$ cat src/rtl/cab_pkg.sv
// Shared types, codes and a helper function for the canvas alpha blend unit.
package cab_pkg;

  // Operation codes carried by an input transaction.
  typedef enum logic [1:0] {
    OP_WRITE = 2'd0,
    OP_BLEND = 2'd1,
    OP_READ  = 2'd2,
    OP_NOP   = 2'd3
  } op_t;

  // Configuration register indexes.
  localparam logic [2:0] REG_CANVAS_WIDTH  = 3'd0;
  localparam logic [2:0] REG_CANVAS_HEIGHT = 3'd1;
  localparam logic [2:0] REG_PLACE_X       = 3'd2;
  localparam logic [2:0] REG_PLACE_Y       = 3'd3;
  localparam logic [2:0] REG_SOURCE_WIDTH  = 3'd4;
  localparam logic [2:0] REG_SOURCE_HEIGHT = 3'd5;

  // Width of the configuration write data (widest register).
  localparam int unsigned CFG_DW = 11;

  // Full-scale channel value.
  localparam logic [7:0] CHAN_MAX = 8'hFF;

  // One RGBA pixel as stored in the canvas, red in the low byte.
  typedef struct packed {
    logic [7:0] alpha;
    logic [7:0] blue;
    logic [7:0] green;
    logic [7:0] red;
  } pixel_t;

  // Sequencer states.
  typedef enum logic [4:0] {
    ST_IDLE  = 5'b00001,
    ST_ISSUE = 5'b00010,
    ST_DATA  = 5'b00100,
    ST_MIX   = 5'b01000,
    ST_OUT   = 5'b10000
  } state_t;

  // Truncating division by 255, exact for every value below 65280.
  function automatic logic [7:0] div255(input logic [15:0] v);
    logic [16:0] t;
    t = {1'b0, v} + 17'd1 + {9'd0, v[15:8]};
    return t[15:8];
  endfunction

endpackage

$ cat src/rtl/cab_blend_dp.sv
// Over-operator datapath: registered channel products, then divide by 255; alpha is a saturating sum.
module cab_blend_dp (
  input  logic            clk,
  input  logic            load,
  input  cab_pkg::pixel_t dst,
  input  cab_pkg::pixel_t src,
  output cab_pkg::pixel_t blended
);

  logic [15:0] red_sum_r,   red_sum_nxt;
  logic [15:0] green_sum_r, green_sum_nxt;
  logic [15:0] blue_sum_r,  blue_sum_nxt;
  logic [7:0]  alpha_r,     alpha_nxt;
  logic [7:0]  inv_a;
  logic [8:0]  alpha_sum;

  // Weighted sums of destination and source per color channel.
  always_comb begin
    inv_a         = cab_pkg::CHAN_MAX - src.alpha;
    red_sum_nxt   = 16'(dst.red   * inv_a) + 16'(src.red   * src.alpha);
    green_sum_nxt = 16'(dst.green * inv_a) + 16'(src.green * src.alpha);
    blue_sum_nxt  = 16'(dst.blue  * inv_a) + 16'(src.blue  * src.alpha);
    alpha_sum     = {1'b0, dst.alpha} + {1'b0, src.alpha};
    alpha_nxt     = alpha_sum[8] ? cab_pkg::CHAN_MAX : alpha_sum[7:0];
  end

  always_ff @(posedge clk) begin
    if (load) begin
      red_sum_r   <= red_sum_nxt;
      green_sum_r <= green_sum_nxt;
      blue_sum_r  <= blue_sum_nxt;
      alpha_r     <= alpha_nxt;
    end
  end

  // Normalize the registered sums back to eight bits.
  always_comb begin
    blended.red   = cab_pkg::div255(red_sum_r);
    blended.green = cab_pkg::div255(green_sum_r);
    blended.blue  = cab_pkg::div255(blue_sum_r);
    blended.alpha = alpha_r;
  end

endmodule

$ cat config.mk
export PLATFORM = sky130hd
export DESIGN_NAME = cab_blend_dp
export DESIGN_NICKNAME = d
export VERILOG_FILES = /design/src/rtl/cab_pkg.sv /design/src/rtl/cab_blend_dp.sv
export SDC_FILE = /design/constraint.sdc
export NUM_CORES = 1
export LEC_CHECK = 0
export BUFFER_PORTS_ARGS = -buffer_cell sky130_fd_sc_hd__buf_4
export CAP_MARGIN = 25
export CORE_MARGIN = 2
export CORE_UTILIZATION = 51
export CTS_BUF_LIST = sky130_fd_sc_hd__clkbuf_4 sky130_fd_sc_hd__clkbuf_8 sky130_fd_sc_hd__clkbuf_16
export CTS_CLUSTER_DIAMETER = 60
export CTS_CLUSTER_SIZE = 10
export DETAILED_ROUTE_END_ITERATION = 16
export PLACE_DENSITY = 0.66
export SLEW_MARGIN = 40
export SYNTH_ARGS = -nofsm -noshare
export SYNTH_HDL_FRONTEND = slang
export SYNTH_SLANG_ARGS = --single-unit
$ cat constraint.sdc
create_clock -name clk -period 11.99 [get_ports clk]
set_input_delay 0.5995 -clock clk [delete_from_list [all_inputs] [get_ports clk]]
set_output_delay 0.5995 -clock clk [all_outputs]
set_load 0.1 [all_outputs]
Word-level counts from Yosys, hierarchy flattened --
Cells that the tools add are included.
Word-level totals: register bits 56, logic and storage cells 21, output and inout port bits 32, bits of input ports 66
Cells by class: multiply operators 6, add/subtract/negate cells 11
Operators with widths (count):
- $mul A8 B8 Y16 | 6
- $add A16 B1 Y16 const B | 3
- $add A16 B16 Y16 | 3
- $add A16 B8 Y16 | 3
- $add A8 B8 Y9 | 1
- $sub A8 B8 Y8 const A | 1

Depth between registers and ports, before layout --
depth after elaboration 3, gate-level depth with buffers 22, mapped depth without buffers 20

Worst setup path before layout --
OpenSTA, ideal clock, no wires.
kind input port to flip-flop, start input src[25] in the netlist's numbering, end register green_sum_r[15], data pin, library setup time 0.258 ns, data arrival time 5.756 ns, stages on the path 18, required time 11.732 ns, slack 5.976 ns, buffers on the path 2, cell sequence clkbuf_1 inv_1 clkbuf_1 nand2_1 fa_1 fa_1 inv_1 fa_1 fa_1 fa_1 inv_1 fa_1 inv_1 ha_1 or4_4 o21a_1 o32a_1 xnor2_1
Between the ends: word-level cells in the longest chain between the ends 3, elaborated cells between the ends (all ways) 4, classes of those cells add/sub (2); mul (2)
RTL lines:
- from (decl) | line cab_blend_dp.sv:6 | input cab_pkg::pixel_t src,
- $sub A8 B8 Y8 | line cab_blend_dp.sv:19 | inv_a = cab_pkg::CHAN_MAX - src.alpha;
- $mul A8 B8 Y16 | line cab_blend_dp.sv:21 | green_sum_nxt = 16'(dst.green * inv_a) + 16'(src.green * src.alpha);
- $add A16 B16 Y16 * | line cab_blend_dp.sv:21
- via green_sum_nxt[15] | line cab_blend_dp.sv:11 | logic [15:0] green_sum_r, green_sum_nxt;
- to (signal assigned) | line cab_blend_dp.sv:30 | green_sum_r <= green_sum_nxt;
- to (decl) | line cab_blend_dp.sv:11
Mark *: on every way through the listed nets, which the timed path passes. The rest lies on a longest branch. A chain may end at the register's enable or synchronous reset.

Final worst setup path --
start input src[25] in the netlist's numbering, end register blue_sum_r[15], data pin
Between the ends: word-level cells in the longest chain between the ends 3, elaborated cells between the ends (all ways) 4, classes of those cells add/sub (2); mul (2)
RTL lines:
- $sub A8 B8 Y8 | line cab_blend_dp.sv:19
- $mul A8 B8 Y16 | line cab_blend_dp.sv:22 | blue_sum_nxt = 16'(dst.blue * inv_a) + 16'(src.blue * src.alpha);
- $add A16 B16 Y16 * | line cab_blend_dp.sv:22
- via blue_sum_nxt[15] | line cab_blend_dp.sv:12 | logic [15:0] blue_sum_r, blue_sum_nxt;
- to (signal assigned) | line cab_blend_dp.sv:31 | blue_sum_r <= blue_sum_nxt;
- to (decl) | line cab_blend_dp.sv:12
Marks and branches as above.

==> flow_results.xml <==
<?xml version="1.0" encoding="UTF-8"?>
<metrics>
  <group name="sta">
    <metric name="timing.max_slew.rel_slack" unit="%">49.1</metric>
    <metric name="finish_stage_setup_viols" unit="">0</metric>
    <metric name="timing.setup.tns" unit="ps">0</metric>
    <metric name="rsz_0062_raised_after_global_routing" unit="">no</metric>
    <metric name="fin_crit_sh" unit="%">51.4</metric>
    <metric name="fin_ws" unit="ps">5830</metric>
    <metric name="hold_viol_final" unit="">0</metric>
    <metric name="timing_max_transition_violations_final" unit="">0</metric>
    <metric name="final_period_minus_worst_setup_slack" unit="ps">6160</metric>
    <metric name="timing.fmax" unit="MHz">162</metric>
    <metric name="worst_pin_slew" unit="ps">764</metric>
  </group>
  <group name="routing">
    <metric name="drt.antenna.violating_nets" unit="">0</metric>
    <metric name="via_count" unit="">11100</metric>
    <metric name="drt_drc_violations_left" unit="">0</metric>
    <metric name="wl_per_cell" unit="um">15.5</metric>
    <metric name="drt-initial-drc-count" unit="">456</metric>
    <metric name="routed_wl" unit="um">33300</metric>
    <metric name="dr_pass1_iterations" unit="">4</metric>
    <metric name="detail_route.vias_per_cell" unit="">5.15</metric>
  </group>
  <group name="setup_path">
    <metric name="crit_slowest_cell" unit="">sky130_fd_sc_hd__inv_1</metric>
    <metric name="critical_path.max_fanout" unit="">38</metric>
    <metric name="critical_path.startpoint_type" unit="">input pin</metric>
    <metric name="crit_buf_inv" unit="">5</metric>
    <metric name="critical_path.max_stage_delay" unit="ps">540</metric>
    <metric name="critical_path.top_delay_family" unit="">adder cells</metric>
    <metric name="crit_path_end_kind" unit="">flop</metric>
    <metric name="worst_setup_path_endpoint" unit="">blue_sum_r[15]</metric>
    <metric name="critical_path.cell_chain" unit="">buf_4 -&gt; inv_1 -&gt; nand2_1 -&gt; fa_1 -&gt; fa_1 -&gt; fa_1 -&gt; inv_1 -&gt; fa_1 -&gt; fa_1 -&gt; inv_1 -&gt; fa_1 -&gt; inv_1 -&gt; ha_1 -&gt; o211a_1 -&gt; o21ai_0 -&gt; a21oi_1 -&gt; o32a_1 -&gt; xnor2_1</metric>
    <metric name="worstPathRequired" unit="ps">12050</metric>
    <metric name="type_of_the_setup_path_with_the_least_slack" unit="">in -&gt; reg</metric>
    <metric name="critical_path_stages" unit="">18</metric>
    <metric name="worst_path_most_repeated_cell" unit="">sky130_fd_sc_hd__fa_1</metric>
    <metric name="crit_path_start" unit="">src[25]</metric>
    <metric name="critical_path_arrival" unit="ps">6220</metric>
  </group>
  <group name="placed_design">
    <metric name="dp_slack" unit="ps">5500</metric>
    <metric name="gp_congestion" unit="">0.823</metric>
    <metric name="port_buffers" unit="">97</metric>
    <metric name="hpwl" unit="um">26600</metric>
  </group>
  <group name="synthesis">
    <metric name="yosys-top-cells-area" unit="">sky130_fd_sc_hd__fa_1 (36%), sky130_fd_sc_hd__ha_1 (17%), sky130_fd_sc_hd__edfxtp_1 (11%), sky130_fd_sc_hd__inv_1 (9.6%), sky130_fd_sc_hd__and2_1 (5.3%)</metric>
    <metric name="netlist-cell-type-count" unit="">42</metric>
    <metric name="synth.top_cell.area_share" unit="%">36.3</metric>
    <metric name="yosys_warnings" unit="">0</metric>
    <metric name="synthDominantAreaCellType" unit="">sky130_fd_sc_hd__fa_1</metric>
    <metric name="ys_seq_elements" unit="">56</metric>
    <metric name="synthesis.area_per_instance" unit="um^2">9.47</metric>
    <metric name="syn_inst" unit="">1684</metric>
    <metric name="mappedNetlistArea" unit="um^2">16000</metric>
    <metric name="synth-seq-area-share" unit="%">10.5</metric>
  </group>
  <group name="floorplanning">
    <metric name="chipHeight" unit="um">181</metric>
    <metric name="initial_utilization" unit="%">52.0</metric>
    <metric name="die_width" unit="um">181</metric>
    <metric name="core_area" unit="um^2">30700</metric>
    <metric name="design.die.area" unit="um^2">32700</metric>
    <metric name="floorplan.io_pins" unit="">98</metric>
    <metric name="placementRows" unit="">64</metric>
  </group>
  <group name="clock_tree">
    <metric name="post-cts-setup-buffer-count" unit="">0</metric>
    <metric name="cts_inserted_buffers" unit="">5</metric>
    <metric name="cts-hold-fix-buffers" unit="">0</metric>
    <metric name="tritoncts_clock_tree" unit="">done</metric>
    <metric name="cts_max_path_buffers" unit="">2</metric>
    <metric name="cts.repair.resized" unit="">0</metric>
    <metric name="cts.clk_slew.worst_paths" unit="ps">70</metric>
    <metric name="cts_num_sinks" unit="">56</metric>
    <metric name="cts-root-buf" unit="">sky130_fd_sc_hd__clkbuf_16</metric>
    <metric name="cts-htree-levels" unit="">2</metric>
  </group>
  <group name="status">
    <metric name="status" unit="">complete, no violations</metric>
  </group>
  <group name="grt">
    <metric name="gr-total-overflow" unit="">0</metric>
    <metric name="grt_first_pass_wirelength" unit="um">58000</metric>
    <metric name="antenna_found_initial" unit="">0</metric>
    <metric name="grt_pass1_vias" unit="">12000</metric>
    <metric name="grt_max_degree" unit="">57</metric>
    <metric name="grt_usage" unit="%">22.0</metric>
  </group>
  <group name="hold_path">
    <metric name="class_of_the_tightest_hold_or_removal_check" unit="">in -&gt; reg</metric>
  </group>
  <group name="cells_and_area">
    <metric name="area_growth" unit="%">7.69</metric>
    <metric name="drive_gt1_share" unit="%">6.34</metric>
    <metric name="antennaDiodeCount" unit="">0</metric>
    <metric name="final_net_count" unit="">2320</metric>
  </group>
  <group name="job">
    <metric name="drv_cap" unit="">0</metric>
  </group>
</metrics>
==> metal layers <==
| layer | track usage, % | wire length (um) | vias up |
|---|---|---|---|
| met1 | 28.2 | 14400 | 5628 |
| met5 | 0 | 0 | - |
| met3 | 2.08 | 989 | 35 |
| li1 | - | - | 5227 |
| met4 | 5.35 | 558 | 0 |
| met2 | 39.8 | 17400 | 166 |
==> state kept, by name, summed over array words and instances, names as in the netlist <==
name and flops:
green_sum_r 16, alpha_r 8, red_sum_r 16, blue_sum_r 16
==> stage by stage <==
step,std cells,util (%),hold slack (ps),instance area [um^2]
6_report,2147,56.0,670,17200
3_3_place_gp,2139,55.5,994,17000
5_1_grt,2147,56.0,683,17200
3_5_place_dp,2139,55.5,1010,17000
4_1_cts,2147,56.0,661,17200
2_1_floorplan,1686,-,712,16000
==> worst min-delay path by stage <==
| stage | startpoint | to | depth (start not counted) |
|---|---|---|---|
| 3_3_place_gp | dst[24] | alpha_r[0] | 3 |
| 6_report | dst[24] | alpha_r[0] | 3 |
| 4_1_cts | dst[24] | alpha_r[0] | 3 |
| 5_1_grt | dst[8] | green_sum_r[0] | 2 |
| 2_1_floorplan | load | alpha_r[0] | 0 |
| 3_5_place_dp | dst[24] | alpha_r[0] | 3 |
==> final cells by class <==
cell class	count	area [um^2]
Clock inverter	2	13.8
Fill cell	2786	13500
Sequential cell	56	1680
Tap cell	396	495
Multi-Input combinational cell	1182	12600
Timing Repair Buffer	97	728
Inverter	408	1530
Clock buffer	6	133
==> Yosys cell counts <==
cell type	count
sky130_fd_sc_hd__o22ai_1	1
sky130_fd_sc_hd__buf_1	2
sky130_fd_sc_hd__nor3_1	4
sky130_fd_sc_hd__a21oi_1	30
sky130_fd_sc_hd__nand2b_1	74
sky130_fd_sc_hd__nand4_1	9
sky130_fd_sc_hd__nor4_1	4
sky130_fd_sc_hd__a21boi_0	1
sky130_fd_sc_hd__nand2_1	85
sky130_fd_sc_hd__or4_4	1
sky130_fd_sc_hd__a2bb2oi_1	1
sky130_fd_sc_hd__mux2_2	3
sky130_fd_sc_hd__o31ai_1	2
sky130_fd_sc_hd__conb_1	1
sky130_fd_sc_hd__nand3_2	1
sky130_fd_sc_hd__o21bai_1	4
sky130_fd_sc_hd__clkbuf_1	38
sky130_fd_sc_hd__xor2_1	20
sky130_fd_sc_hd__fa_1	289
sky130_fd_sc_hd__o211a_1	1
sky130_fd_sc_hd__o211ai_1	2
sky130_fd_sc_hd__or4_1	1
sky130_fd_sc_hd__o21a_1	10
sky130_fd_sc_hd__a211oi_2	1
sky130_fd_sc_hd__and3_1	3
sky130_fd_sc_hd__o21ai_0	35
sky130_fd_sc_hd__ha_1	215
sky130_fd_sc_hd__nand3_1	8
sky130_fd_sc_hd__o31a_1	1
sky130_fd_sc_hd__o41ai_1	2
sky130_fd_sc_hd__nor2b_1	114
sky130_fd_sc_hd__xnor2_1	50
sky130_fd_sc_hd__a21o_1	11
sky130_fd_sc_hd__a32oi_1	1
sky130_fd_sc_hd__nor2_1	38
sky130_fd_sc_hd__or3_1	3
sky130_fd_sc_hd__a211oi_1	14
sky130_fd_sc_hd__and2_1	136
sky130_fd_sc_hd__inv_1	408
sky130_fd_sc_hd__a211o_1	2
sky130_fd_sc_hd__o32a_1	2
sky130_fd_sc_hd__edfxtp_1	56
==> worst min-delay path: stages <==
cell and delay (ps):
sky130_fd_sc_hd__buf_4 80, sky130_fd_sc_hd__ha_1 100, sky130_fd_sc_hd__nand2b_1 100
==> cells in the final DEF (no fill, tap or decap), drive strengths merged, types with 2 or more instances in the layout <==
cell type  synthesis  final
and2             136    136
conb               1      3
nand2             85     85
ha               215    215
and3               3      3
or4                2      2
nor4               4      4
o21bai             4      4
inv              408    409
nand4              9      9
o32a               2      2
buf                2     97
xor2              20     20
or3                3      3
fa               289    289
a21o              11     11
nand2b            74     74
nor2              38     38
clkbuf            38      6
xnor2             50     50
o211ai             2      2
nand3              9      9
a211oi            15     15
edfxtp            56     56
o41ai              2      2
o31ai              2      2
nor3               4      4
nor2b            114    114
o21ai             35     35
a211o              2      2
o21a              10     10
mux2               3      3
a21oi             30     30
==> cell families (layout without fill, tap and decap cells) <==
group | Yosys count | in the layout | share of synthesized area, %
multiplexers | 3 | 3 | 0.212
adder cells (fa/ha/maj) | 504 | 504 | 53.1
flip-flops | 56 | 56 | 10.5
XOR/XNOR | 70 | 70 | 3.84
buffers and inverters | 448 | 513 | 10.5
other | 1 | 3 | 0.0235
AO/OA/AOI/OAI | 121 | 121 | 4.80
AND/OR/NAND/NOR | 481 | 481 | 16.9
Power is not shown: default switching activity piles up to over one toggle a cycle in this logic, so the estimate is an artifact.
